## src/hw/rtl/igts_pkg.sv

```systemverilog
// Shared types and constants for the idle-gated task scheduler.
`timescale 1ns / 1ps
`default_nettype none

package igts_pkg;

    localparam int TIME_W      = 48;
    localparam int PERIOD_W    = 31;
    localparam int CFG_W       = 16;
    localparam int CFG_INDEX_W = 2;
    localparam int OUT_IDX_W   = 4;
    localparam int QUEUE_DEPTH = 2;

    localparam logic [CFG_INDEX_W-1:0] REG_CPU_IDLE_THRESHOLD = 2'd0;
    localparam logic [CFG_INDEX_W-1:0] REG_IDLE_CHECKS_NEEDED = 2'd1;
    localparam logic [CFG_INDEX_W-1:0] REG_CHECK_INTERVAL     = 2'd2;

    localparam logic [CFG_W-1:0] CPU_IDLE_THRESHOLD_RST = 16'd150;
    localparam logic [CFG_W-1:0] IDLE_CHECKS_NEEDED_RST = 16'd30;
    localparam logic [CFG_W-1:0] CHECK_INTERVAL_RST     = 16'd1000;
    localparam logic [CFG_W-1:0] IDLE_COUNT_MAX         = 16'hFFFF;

    typedef enum logic {
        CMD_POLL = 1'b0,
        CMD_ADD  = 1'b1
    } cmd_kind_t;

    typedef struct packed {
        cmd_kind_t             kind;
        logic [TIME_W-1:0]     wall;
        logic [TIME_W-1:0]     cpu;
        logic [PERIOD_W-1:0]   period;
        logic [TIME_W-1:0]     due;
    } cmd_t;

    typedef struct packed {
        logic valid;
        cmd_t cmd;
    } cmd_push_t;

    typedef struct packed {
        logic [PERIOD_W-1:0] interval;
        logic [TIME_W-1:0]   due;
    } task_t;

endpackage

`default_nettype wire

```

## src/hw/rtl/igts_queue.sv

```systemverilog
// Short command queue between the front end and the execution sequencer.
`timescale 1ns / 1ps
`default_nettype none

module igts_queue
    import igts_pkg::*;
(
    input  wire logic clk,
    input  wire logic rst_n,
    input  cmd_push_t q_push,
    output logic      q_full,
    output logic      q_empty,
    output cmd_t      q_head,
    input  wire logic q_pop
);

    localparam int PTR_W = (QUEUE_DEPTH > 1) ? $clog2(QUEUE_DEPTH) : 1;
    localparam int CNT_W = $clog2(QUEUE_DEPTH + 1);

    cmd_t             slot_reg [QUEUE_DEPTH];
    logic [PTR_W-1:0] wr_ptr_reg;
    logic [PTR_W-1:0] wr_ptr_next;
    logic [PTR_W-1:0] rd_ptr_reg;
    logic [PTR_W-1:0] rd_ptr_next;
    logic [CNT_W-1:0] count_reg;
    logic [CNT_W-1:0] count_next;
    logic             do_push;
    logic             do_pop;

    assign q_full  = (count_reg == CNT_W'(QUEUE_DEPTH));
    assign q_empty = (count_reg == '0);
    assign q_head  = slot_reg[rd_ptr_reg];
    assign do_push = q_push.valid && !q_full;
    assign do_pop  = q_pop && !q_empty;

    always_comb
    begin
        wr_ptr_next = wr_ptr_reg;
        rd_ptr_next = rd_ptr_reg;
        if (do_push)
        begin
            wr_ptr_next = (wr_ptr_reg == PTR_W'(QUEUE_DEPTH - 1)) ? '0 : wr_ptr_reg + 1'b1;
        end
        if (do_pop)
        begin
            rd_ptr_next = (rd_ptr_reg == PTR_W'(QUEUE_DEPTH - 1)) ? '0 : rd_ptr_reg + 1'b1;
        end
        unique case ({do_push, do_pop})
            2'b10:   count_next = count_reg + 1'b1;
            2'b01:   count_next = count_reg - 1'b1;
            default: count_next = count_reg;
        endcase
    end

    always_ff @(posedge clk or negedge rst_n)
    begin
        if (!rst_n)
        begin
            wr_ptr_reg <= '0;
            rd_ptr_reg <= '0;
            count_reg  <= '0;
        end
        else
        begin
            wr_ptr_reg <= wr_ptr_next;
            rd_ptr_reg <= rd_ptr_next;
            count_reg  <= count_next;
        end
    end

    always_ff @(posedge clk)
    begin
        if (do_push)
        begin
            slot_reg[wr_ptr_reg] <= q_push.cmd;
        end
    end

endmodule

`default_nettype wire

```

## config.mk

```make
export PLATFORM = sky130hd
export DESIGN_NAME = igts_queue
export DESIGN_NICKNAME = d
export VERILOG_FILES = /design/src/hw/rtl/igts_pkg.sv /design/src/hw/rtl/igts_queue.sv
export SDC_FILE = /design/constraint.sdc
export NUM_CORES = 1
export LEC_CHECK = 0
export ABC_AREA = 1
export BUFFER_PORTS_ARGS = -buffer_cell sky130_fd_sc_hd__clkbuf_2
export CORE_MARGIN = 5
export CORE_UTILIZATION = 52
export DETAILED_ROUTE_END_ITERATION = 6
export GPL_ROUTABILITY_DRIVEN = 0
export GPL_TIMING_DRIVEN = 1
export PLACE_DENSITY_LB_ADDON = 0.3
export SLEW_MARGIN = 25
export SYNTH_ARGS = -nofsm -noshare
export SYNTH_HDL_FRONTEND = slang
export SYNTH_SLANG_ARGS = --single-unit
```

## constraint.sdc

```tcl
create_clock -name clk -period 9.51 [get_ports clk]
set_clock_uncertainty 0.15 [all_clocks]
set_input_delay 0.951 -clock clk [delete_from_list [all_inputs] [get_ports clk]]
set_output_delay 0.951 -clock clk [all_outputs]
set_load 0.05 [all_outputs]
```

# Word-level counts from Yosys, hierarchy flattened
# Memory sizes are Yosys's and may differ from the RTL's.
# Cells that the tools add are included.
# word_totals
ff_bits	4
ramBits	352
inputBits	180
wordCells	22
n_memories	1
# op_classes
add_sub_neg	4
n_eq_ne	3
mux	5
reduce_logical	6
# mem_list
memory	words	width	rd	rd_clocked_by_memory_dff	write_ports	line	rtl
slot_reg	2	176	1	0	1	igts_queue.sv:20	cmd_t slot_reg [QUEUE_DEPTH];
# op_table
operator	count
== test 2 bit, second input constant	2
two-way mux 1 bit	4
one-hot mux 2 bit (2 select lines)	1
adder 1 bit, second input constant	2
adder 2 x 1 -> 2 bit, second input constant	1
== test 2 x 1 -> 1 bit, second input constant	1
logical AND 1 bit	2
logical NOT 1 bit	2
logical NOT 2 bit	1
nonzero test 2 bit	1
subtractor 2 x 1 -> 2 bit, second input constant	1

# Longest topological paths before layout
# logic_depth
ltp_word	5
mapped_depth	10
ltp_nobuf	10

# Worst setup path before layout
# No wires, ideal clock.
# synth_path
kind	input port to flip-flop
from	in q_push[176] (netlist name)
to	mem slot_reg[1][0] (netlist name), enable pin
setup_time_ps	715
t_arrival_ps	8394
required_time_ps	8645
setup_slack_ps	251
path_stages	2
path_buffers	0
path_cell_list	o21ai_0 > nor2_1
# synth_between
elab_chain_cells	3
# synth_lines
item	line	rtl
from (decl)	igts_queue.sv:10	input cmd_push_t q_push,
logical AND 1 bit	igts_queue.sv:33	assign do_push = q_push.valid && !q_full;
two-way mux 1 bit	igts_queue.sv:73	if (do_push)
two-way mux 1 bit (not written as such)	igts_queue.sv:75	slot_reg[wr_ptr_reg] <= q_push.cmd;
to (decl)	igts_queue.sv:20	
# No other way between the ends.

==> impl_results.md <==
- GR Util met2: 32.66%
- Final-layout fill cell count: 1,840
- First-pass GRT wire length: 43,840 um
- Post-synth top area cell: edfxtp_1
- Die Span Y: 168.8 um
- Hold_buf cts: 0
- Post-synth top cells: 538 x nand2_1, 352 x edfxtp_1, 16 x buf_4
- CP Max Fanout: 101
- Final setup fails: 0
- Port-buffer cells: 357
- H-tree levels: 2
- Via density per instance: 4.949
- First drt pass iteration count: 5
- Top Usage Layer GRT: met2
- Period utilisation layout: 41.07%
- Post-synthesis cell type count: 14
- Top post-synthesis cells by area: edfxtp_1 81%, nand2_1 15%, buf_6 1.3%, buf_4 0.92%, dfrtp_1 0.76%
- Final Slew Violations: 0
- Worst EP arrival: 2.81 ns
- Layout cell share with drive strength beyond 1: 31.20%
- Final Critical Period: 3.906 ns
- Area growth syn-to-layout: 24.42%
- Max-cap violations: 0
- Gr usage total: 19.79%
- Slowest cell on crit path: buf_6
- Final Hold Fails: 0
- CTS tree: done
- Max FFs per register: 352
- HPWL after DPL: 19,040 um
- Vias in the first global route: 8,111
- Post-synth EDFFs: 352
- Post-CTS Resized: 0
- Antenna diodes: 0
- Storage element area: 0.01067 sq mm
- Final TNS setup: 0 ns
- I/O pin count: 358
- Area of the multi-input gates: 0.002082 sq mm
- M3 GR Usage: 6.796%
- Syn_nets: 1,133
- Most common cell in the netlist: nand2_1
- Max stage delay on crit path: 0.67 ns
- Sequential fraction of the synthesis area: 81.37%
- Flops & latches, synth: 356
- Cts bufs inserted: 37
- Mapped Cells: 952
- Ys flop type: edfxtp_1
- Yosys top cell area share: 80.60%
- Worst min path class: input pin to asynchronous set/reset pin
- Status: finished, final reports clean
- Placeable core region: 0.02504 sq mm
- Initial antenna violation count: 2
- # clock sinks: 356
- Startpoint types: register
- CP required: 8.41 ns
- Grt met1 use: 25.17%
- Avg Inst Size Synth: 13.78 sq um
- Starting Density: 52.38%
- Routed vias: 8,279
- CTS max path bufs: 3
- Wirelength per Cell: 17.53 um
- Overall die width: 168.8 um
- Rows: 58
- Layout Nets: 1,497
- Die area: 0.02850 sq mm
- Reg clk slew, reported paths: 0.06 ns
- Cell mode on critical path: nand2_1
- Post-CTS Setup Repair Bufs: 0
- CP endpoint kind: output pin
- Post-DRT Antenna Nets: 0
- Routed WL: 29,330 um
- Iteration-0 DRC count of the detailed router: 622
- Total gr overflow: 0
- Crit Path Category: register to output pin
- Clk Latency, worst-skew pair: 0.50 ns
- Worst slew pin tran: 1.044 ns
- FMAX: 256.0 MHz
- Yosys warns: 0
- DRC errors left: 0
- Clock root buffer: clkbuf_16
- Unrepaired setup endpoints after global routing: false
- Largest net degree at the start of global routing: 102
- Cells along the critical path: inv_6 -> buf_6 -> nand2_1 -> nand2_1 -> clkbuf_2
- Post-synth ARST share: 1.124%
- Mapped cell area: 0.01311 sq mm
- Slew HR: 30.40%
layout by cell type (no fill, tap or decap):
master	n
inv_6	5
clkinv_1	3
ha_1	1
buf_4	4
o21ai_0	1
dfrtp_4	1
clkbuf_1	12
nor2_4	1
nor2_1	1
nand3_1	3
buf_16	1
xnor2_1	1
dfrtp_1	3
bufinv_16	5
buf_6	2
edfxtp_1	352
clkbuf_2	357
clkinv_4	1
clkbuf_16	39
nand4_1	1
inv_1	8
nand2_1	538
clkinv_2	3
cell type report:
class	count	area share, %
clock buffer	51	6.258
clock inverter	15	1.296
inverter	10	0.2914
multi-input combinational	547	12.76
sequential	356	65.42
tap	330	2.531
timing repair buffer	364	11.44
worst max-delay path, delay by kind of cell (launching register included):
kind / cells / cell delay [ns]
buf+inv: 3 / 1.42
flops: 1 / 0.57
simple gates: 2 / 0.26
final timing paths:
| check | depth (start not counted) | end | slack [ns] | start |
|---|---|---|---|---|
| setup reg to reg | 4 | slot_reg[1][47] | 6.63 | count_reg[1] |
| setup / recovery | 5 | q_head[52] | 5.60 | rd_ptr_reg |
| hold / removal | 1 | rd_ptr_reg | 0.1 | rst_n |
| max in group asynchronous | 1 | rd_ptr_reg | 8.97 | rst_n |
| hold reg to reg | 2 | count_reg[1] | 0.35 | count_reg[1] |
| min in group clk | 2 | count_reg[1] | 0.35 | count_reg[1] |
stage by stage:
stage | setup WS (ns) | instance area (sq um) | utilization [%] | cells | hold WS [ns]
after global placement | 5.804 | 15050 | 60.10 | 1606 | 0.3089
after floorplan | 0.2506 | 13110 | - | 952 | 0.2917
after global routing | 5.356 | 16320 | 65.17 | 1673 | 0.07890
after CTS | 5.239 | 16280 | 65.04 | 1672 | 0.08051
after detailed placement | 5.780 | 15050 | 60.12 | 1606 | 0.3179
final | 5.604 | 16320 | 65.17 | 1673 | 0.09880
logic make-up after synthesis:
logic type	after synthesis	share of synthesized area [%]
compound gates	1	0.03813
xor+xnor	1	0.06680
fa+ha+maj	1	0.09540
buf+inv	49	2.815
flops	356	81.37
simple gates	544	15.62
routing by layer:
layer	vias up	wire length (um)	share of wire (%)
li1	3948	-	-
met4	2	807	2.8
met5	-	20	0.068
met3	53	3156	11
met2	377	14310	49
met1	3899	11040	38
Power is not shown: default switching activity piles up to over one toggle a cycle in this logic, so the estimate is an artifact.
