### config.mk
export PLATFORM = sky130hd
export DESIGN_NAME = igts_front
export DESIGN_NICKNAME = d
export VERILOG_FILES = /design/src/hw/rtl/igts_pkg.sv /design/src/hw/rtl/igts_front.sv
export SDC_FILE = /design/constraint.sdc
export NUM_CORES = 1
export LEC_CHECK = 0
export ABC_AREA = 1
export BUFFER_PORTS_ARGS = -buffer_cell sky130_fd_sc_hd__buf_4
export CAP_MARGIN = 25
export CORE_ASPECT_RATIO = 1.4
export CORE_UTILIZATION = 54
export DETAILED_ROUTE_END_ITERATION = 7
export PLACE_DENSITY_LB_ADDON = 0.25
export SETUP_SLACK_MARGIN = 0.5
export SLEW_MARGIN = 10
export SYNTH_ARGS = -nofsm -noshare
export SYNTH_HDL_FRONTEND = slang
export SYNTH_SLANG_ARGS = --single-unit
### constraint.sdc
create_clock -name clk -period 22.6 [get_ports clk]
set_input_delay 6.78 -clock clk [delete_from_list [all_inputs] [get_ports clk]]
set_output_delay 6.78 -clock clk [all_outputs]
set_load 0.1 [all_outputs]
### src/hw/rtl/igts_pkg.sv
// Shared types and constants for the idle-gated task scheduler.
`timescale 1ns / 1ps
`default_nettype none

package igts_pkg;

    localparam int TIME_W      = 48;
    localparam int PERIOD_W    = 31;
    localparam int CFG_W       = 16;
    localparam int CFG_INDEX_W = 2;
    localparam int OUT_IDX_W   = 4;
    localparam int QUEUE_DEPTH = 2;

    localparam logic [CFG_INDEX_W-1:0] REG_CPU_IDLE_THRESHOLD = 2'd0;
    localparam logic [CFG_INDEX_W-1:0] REG_IDLE_CHECKS_NEEDED = 2'd1;
    localparam logic [CFG_INDEX_W-1:0] REG_CHECK_INTERVAL     = 2'd2;

    localparam logic [CFG_W-1:0] CPU_IDLE_THRESHOLD_RST = 16'd150;
    localparam logic [CFG_W-1:0] IDLE_CHECKS_NEEDED_RST = 16'd30;
    localparam logic [CFG_W-1:0] CHECK_INTERVAL_RST     = 16'd1000;
    localparam logic [CFG_W-1:0] IDLE_COUNT_MAX         = 16'hFFFF;

    typedef enum logic {
        CMD_POLL = 1'b0,
        CMD_ADD  = 1'b1
    } cmd_kind_t;

    typedef struct packed {
        cmd_kind_t             kind;
        logic [TIME_W-1:0]     wall;
        logic [TIME_W-1:0]     cpu;
        logic [PERIOD_W-1:0]   period;
        logic [TIME_W-1:0]     due;
    } cmd_t;

    typedef struct packed {
        logic valid;
        cmd_t cmd;
    } cmd_push_t;

    typedef struct packed {
        logic [PERIOD_W-1:0] interval;
        logic [TIME_W-1:0]   due;
    } task_t;

endpackage

`default_nettype wire

### src/hw/rtl/igts_front.sv
// Front end: accept items, classify them and precompute the first due time of an add.
`timescale 1ns / 1ps
`default_nettype none

module igts_front
    import igts_pkg::*;
(
    input  wire logic                clk,
    input  wire logic                rst_n,
    input  wire logic                push,
    output logic                     full,
    input  wire logic                func,
    input  wire logic [TIME_W-1:0]   wall_now,
    input  wire logic [TIME_W-1:0]   cpu_now,
    input  wire logic [PERIOD_W-1:0] task_period,
    output cmd_push_t                q_push,
    input  wire logic                q_full
);

    logic front_valid_reg;
    logic front_valid_next;
    cmd_t front_cmd_reg;
    cmd_t front_cmd_next;
    logic accept;
    logic handoff;

    assign handoff = front_valid_reg && !q_full;
    assign full    = front_valid_reg && q_full;
    assign accept  = push && !full;

    always_comb
    begin
        front_valid_next = front_valid_reg;
        front_cmd_next   = front_cmd_reg;
        if (handoff)
        begin
            front_valid_next = 1'b0;
        end
        if (accept)
        begin
            front_valid_next      = 1'b1;
            front_cmd_next.kind   = func ? CMD_ADD : CMD_POLL;
            front_cmd_next.wall   = wall_now;
            front_cmd_next.cpu    = cpu_now;
            front_cmd_next.period = task_period;
            front_cmd_next.due    = wall_now + {{(TIME_W-PERIOD_W){1'b0}}, task_period};
        end
    end

    always_ff @(posedge clk or negedge rst_n)
    begin
        if (!rst_n)
        begin
            front_valid_reg <= 1'b0;
        end
        else
        begin
            front_valid_reg <= front_valid_next;
        end
    end

    always_ff @(posedge clk)
    begin
        front_cmd_reg <= front_cmd_next;
    end

    assign q_push.valid = front_valid_reg;
    assign q_push.cmd   = front_cmd_reg;

endmodule

`default_nettype wire

**Word level (Yosys, flattened, before mapping)**

Cells that the tools add are included.

- Logic and storage cells: 16
- Bits in read-only memories: 0
- Input port bits: 132
- RAM bits: 0
- Latch bits: 0
- Memories: 0
- Register bits after elaboration: 177
- Output and inout bits: 178

- Reduce and logical (&&, ||, !) cells: 6
- Div/mod/pow operators: 0
- Bitwise operators: 0
- Equal/unequal tests: 0
- Mux-type cells: 3
- $mul: 0
- Shifts and indexed selects: 0
- Add/sub/neg operators: 1
- Order comparisons: 0

Operators by type and width:

| operator | number |
|---|---|
| $add 48x31->48 | 1 |
| $logic_and 1x1->1 | 3 |
| $mux 1 | 3 |
| $logic_not 1->1 | 2 |
| $reduce_bool 2->1 | 1 |

**Longest topological paths before layout**

- Depth in word-level cells: 4
- Gate-level depth with buffers: 13
- Mapped depth without buffers: 13

**Least setup slack after synthesis**

No wires, ideal clock.

- Path type: input -> register
- Start point: input q_full
- End point: register front_cmd_reg (netlist bit q_push[0]) (enable)
- Arrival: 14708 ps
- Library setup time: 713 ps
- Slack: 7178 ps
- Cell stages on the path: 3
- Required time: 21887 ps
- Cells stage by stage: nand2_1 -> inv_1 -> nor2_1

- Word-level cells in the longest chain between the ends: 3

Ends and longest elaborated chain:

| element | line | text |
|---|---|---|
| start: declaration | igts_front.sv:17 | `input wire logic q_full` |
| $logic_and 1x1->1 | igts_front.sv:28 | `assign full = front_valid_reg && q_full;` |
| named net full | igts_front.sv:11 | `output logic full,` |
| $logic_not 1->1 | igts_front.sv:29 | `assign accept = push && !full;` |
| $logic_and 1x1->1 | igts_front.sv:29 |  |
| named net accept | igts_front.sv:24 | `logic accept;` |
| end signal: assignment | igts_front.sv:64 | `front_cmd_reg <= front_cmd_next;` |
| end: declaration | igts_front.sv:22 | `cmd_t front_cmd_reg;` |

The timed path passes the listed nets, and every way through them passes these cells.
A chain may end at the register's enable or synchronous reset.

**Final worst setup path**

- Start point: input q_full
- End point: output full

- Word-level cells in the longest chain between the ends: 1

Ends and longest elaborated chain:

| element | line |
|---|---|
| $logic_and 1x1->1 | igts_front.sv:28 |
| end: declaration | igts_front.sv:11 |

No other way between the ends.

==> results.py <==
metrics = {
    "grt": {
        "grt_pass1_vias": 7114,
        "grt-ovfl-total": 0,
        "grt_max_degree": 85,
        "grt_antenna_before_repair": 4,
        "grt.total_usage_pct": 30.2,
        "grt_first_pass_wirelength_um": 37000,
    },
    "floorplanning": {
        "initial_utilization_pct": 55.6,
        "die_area_mm2": 0.0167,
        "num_io_pins": 310,
        "rows": 54,
        "die-width_um": 110,
        "fp.dieH_um": 153,
        "core_area_mm2": 0.0157,
    },
    "synth": {
        "synth-simple-area-share_pct": 23.7,
        "muxShareOfSynthArea_pct": 0,
        "yosys_warnings": 0,
        "ys_seq_area_share_pct": 60.6,
        "synth_top_cell_area_share_pct": 60.3,
        "synth_area_leaders": "edfxtp_1 60%, nand2_1 14%, inv_1 6.9%",
        "ys_ff_latch": 177,
        "synth_edf_count": 176,
        "syn_area_per_cell_um2": 9.63,
        "synth-adder-area-share_pct": 4.66,
        "synth_top_family_by_area": "simple AND/OR/NAND/NOR gates",
        "synthTopCellsByCount": "317 x nand2_1, 176 x edfxtp_1, 160 x inv_1, 70 x nor2_1, 50 x nand3_1",
        "synthArstFlopShare_pct": 0.565,
        "synth_nets": 1074,
        "yosys.area.top_type": "edfxtp_1",
        "synth_compound_area_share_pct": 1.37,
        "synth_flop_cell": "edfxtp_1",
        "ys_types": 26,
        "synth_most_common_cell": "nand2_1",
        "synth_area_mm2": 0.00876,
        "synth_xor_area_share_pct": 2.60,
        "synth_cells": 910,
    },
    "routing": {
        "viasPerCell": 5.03,
        "route.vias.total": 7303,
        "wl_per_cell_um": 17.2,
        "dr.first_iter.drc_count": 376,
        "drt_first_pass_iters": 5,
        "drc": 0,
        "wl_met3_um": 1990,
        "ant_nets": 0,
        "routed.top_layer": "met5",
        "drt_wl_total_um": 24900,
        "wl_met2_um": 13800,
        "wl_met1_um": 8230,
    },
    "sta": {
        "fin_setup_tns_ns": 0,
        "fin_crit_ns": 14.17,
        "hold_viol_final": 0,
        "fin_worst_skew_ns": 0.00705,
        "finalCritPeriodShare_pct": 62.7,
        "setup_violations": 0,
        "slew-limit-headroom_pct": 31.6,
        "worstMarginPinSlew_ns": 1.03,
        "slew_violations": 0,
        "grt_setup_unrepaired": "no",
        "fmaxAchievable_mhz": 70.6,
    },
    "power_and_ir_drop": {
        "combPwrFrac_pct": 29.8,
        "swShare_pct": 37.4,
        "ir_drop_uv": 72.5,
        "p_seq_share_pct": 40.6,
        "switchingPower_mw": 0.365,
        "power_density_mw_per_mm2": 81.5,
        "clkPwrFrac_pct": 29.6,
        "power.internal_mw": 0.609,
        "leakage_nw": 5.81,
    },
    "clocking": {
        "cts_buffer_depth": 2,
        "cts_hold_buf": 0,
        "clkSinkCount": 177,
        "ctsRootBufferMaster": "clkbuf_16",
        "cts_tree": "built",
        "cts_setup_buffers": 0,
        "cts_resized": 0,
        "clk_latency_ns": 0.43,
        "path_clk_slew_ns": 0.07,
        "cts-buffers-inserted": 17,
        "htree_levels": 4,
    },
    "cells_and_area": {
        "drive_above_1_share_pct": 30.5,
        "design_area_mm2": 0.0120,
        "final-instance-count-excl-fill": 1451,
        "largest_reg_flops": 176,
        "nFillCells": 1140,
        "area_growth_syn_to_layout_pct": 36.4,
        "layout.nets": 1404,
    },
    "min_path": {
        "hp-class": "flop to flop",
    },
    "critical_path": {
        "cp-end-kind": "output port",
        "cp.required_ns": 15.82,
        "startpoint_type": "primary input",
        "critPathArrivalTime_ns": 7.39,
        "worstSetupPathType": "primary input to output port",
        "worstPathMaxFanout": 2,
    },
    "placed_design": {
        "hpwl_um": 19600,
        "place.gp.congestion": 0.991,
        "port_buffers": 309,
        "dp_cells": 1416,
        "placed_cell_area_mm2": 0.0113,
    },
    "flow_run": {
        "maxCapViolCount": 0,
    },
    "outcome": {
        "status": "completed",
    },
}
## stage by stage
| step | hold slack (ns) | utilization (%) | power (mW) | worst slack [ns] |
|---|---|---|---|---|
| final | 0.514 | 75.9 | 0.974 | 8.43 |
| after CTS | 0.521 | 75.7 | 0.978 | 8.44 |
| after global placement | 0.483 | 72.0 | 0.688 | 8.45 |
| after detailed placement | 0.506 | 72.0 | 0.691 | 8.44 |
| after floorplan | 0.457 | - | 0.619 | 7.18 |
| after global routing | 0.563 | 75.9 | 1.01 | 8.39 |
## area by class of cell
type	instances	area [µm²]	area share, %
sequential	177	5310	44.4
multi-input combinational	569	2840	23.7
timing repair buffer	312	2360	19.8
inverter	163	612	5.12
clock buffer	17	425	3.56
tap	196	245	2.05
clock inverter	14	150	1.26
antenna	3	7.51	0.0628
## metal layers
layer | vias up | GRT usage (%)
li1 | 3575 | -
met1 | 3362 | 30.3
met2 | 306 | 56.6
met3 | 58 | 8.47
met4 | 2 | 12.8
met5 | - | 0
## power groups by stage
| stage | registers, mW | clock network (mW) | logic, mW |
|---|---|---|---|
| after CTS | 0.396 | 0.292 | 0.289 |
| after global routing | 0.398 | 0.305 | 0.304 |
| final | 0.396 | 0.289 | 0.290 |
| after global placement | 0.402 | 0 | 0.286 |
| after detailed placement | 0.403 | 0 | 0.289 |
| after floorplan | 0.555 | 0 | 0.0642 |
## path summary, 6_finish.rpt
check / startpoint / to / slack, ns / cells after the start
worst max-delay path: q_full / full / 8.43 / 4
worst min-delay path: front_valid_reg / front_valid_reg / 0.51 / 2
worst max register to register: front_valid_reg / q_push[153] / 19.70 / 6
worst min register to register: front_valid_reg / front_valid_reg / 0.51 / 2
max in group asynchronous: rst_n / front_valid_reg / 16.41 / 1
min in group asynchronous: rst_n / front_valid_reg / 6.11 / 1
## cell usage in the layout, fill, tap and decap left out, types with 5 or more instances in the layout
master | netlist | layout
nand2_2 | 10 | 10
a21oi_1 | 18 | 18
nand4_1 | 9 | 9
clkbuf_16 | 0 | 17
nor3_2 | 5 | 5
nand3_2 | 7 | 7
nand2_1 | 317 | 317
edfxtp_1 | 176 | 176
xor2_1 | 26 | 26
ha_1 | 31 | 31
nor2_1 | 70 | 69
nor2_2 | 10 | 10
inv_1 | 160 | 160
nand3_1 | 50 | 50
buf_4 | 1 | 311
## critical path: stages
cell     delay, ns
buf_4         0.08
nand2_1       0.06
inv_1         0.14
buf_4         0.32
## cell families (layout without fill, tap and decap cells)
logic type / count (synthesis) / after routing
AND/OR/NAND/NOR: 488 / 488
buffers and inverters: 164 / 506
other: 0 / 3
flip-flops: 177 / 177
XOR/XNOR: 26 / 26
adder cells (fa/ha/maj): 32 / 32
AO/OA/AOI/OAI: 23 / 23
(Power assumes the default switching activity.)
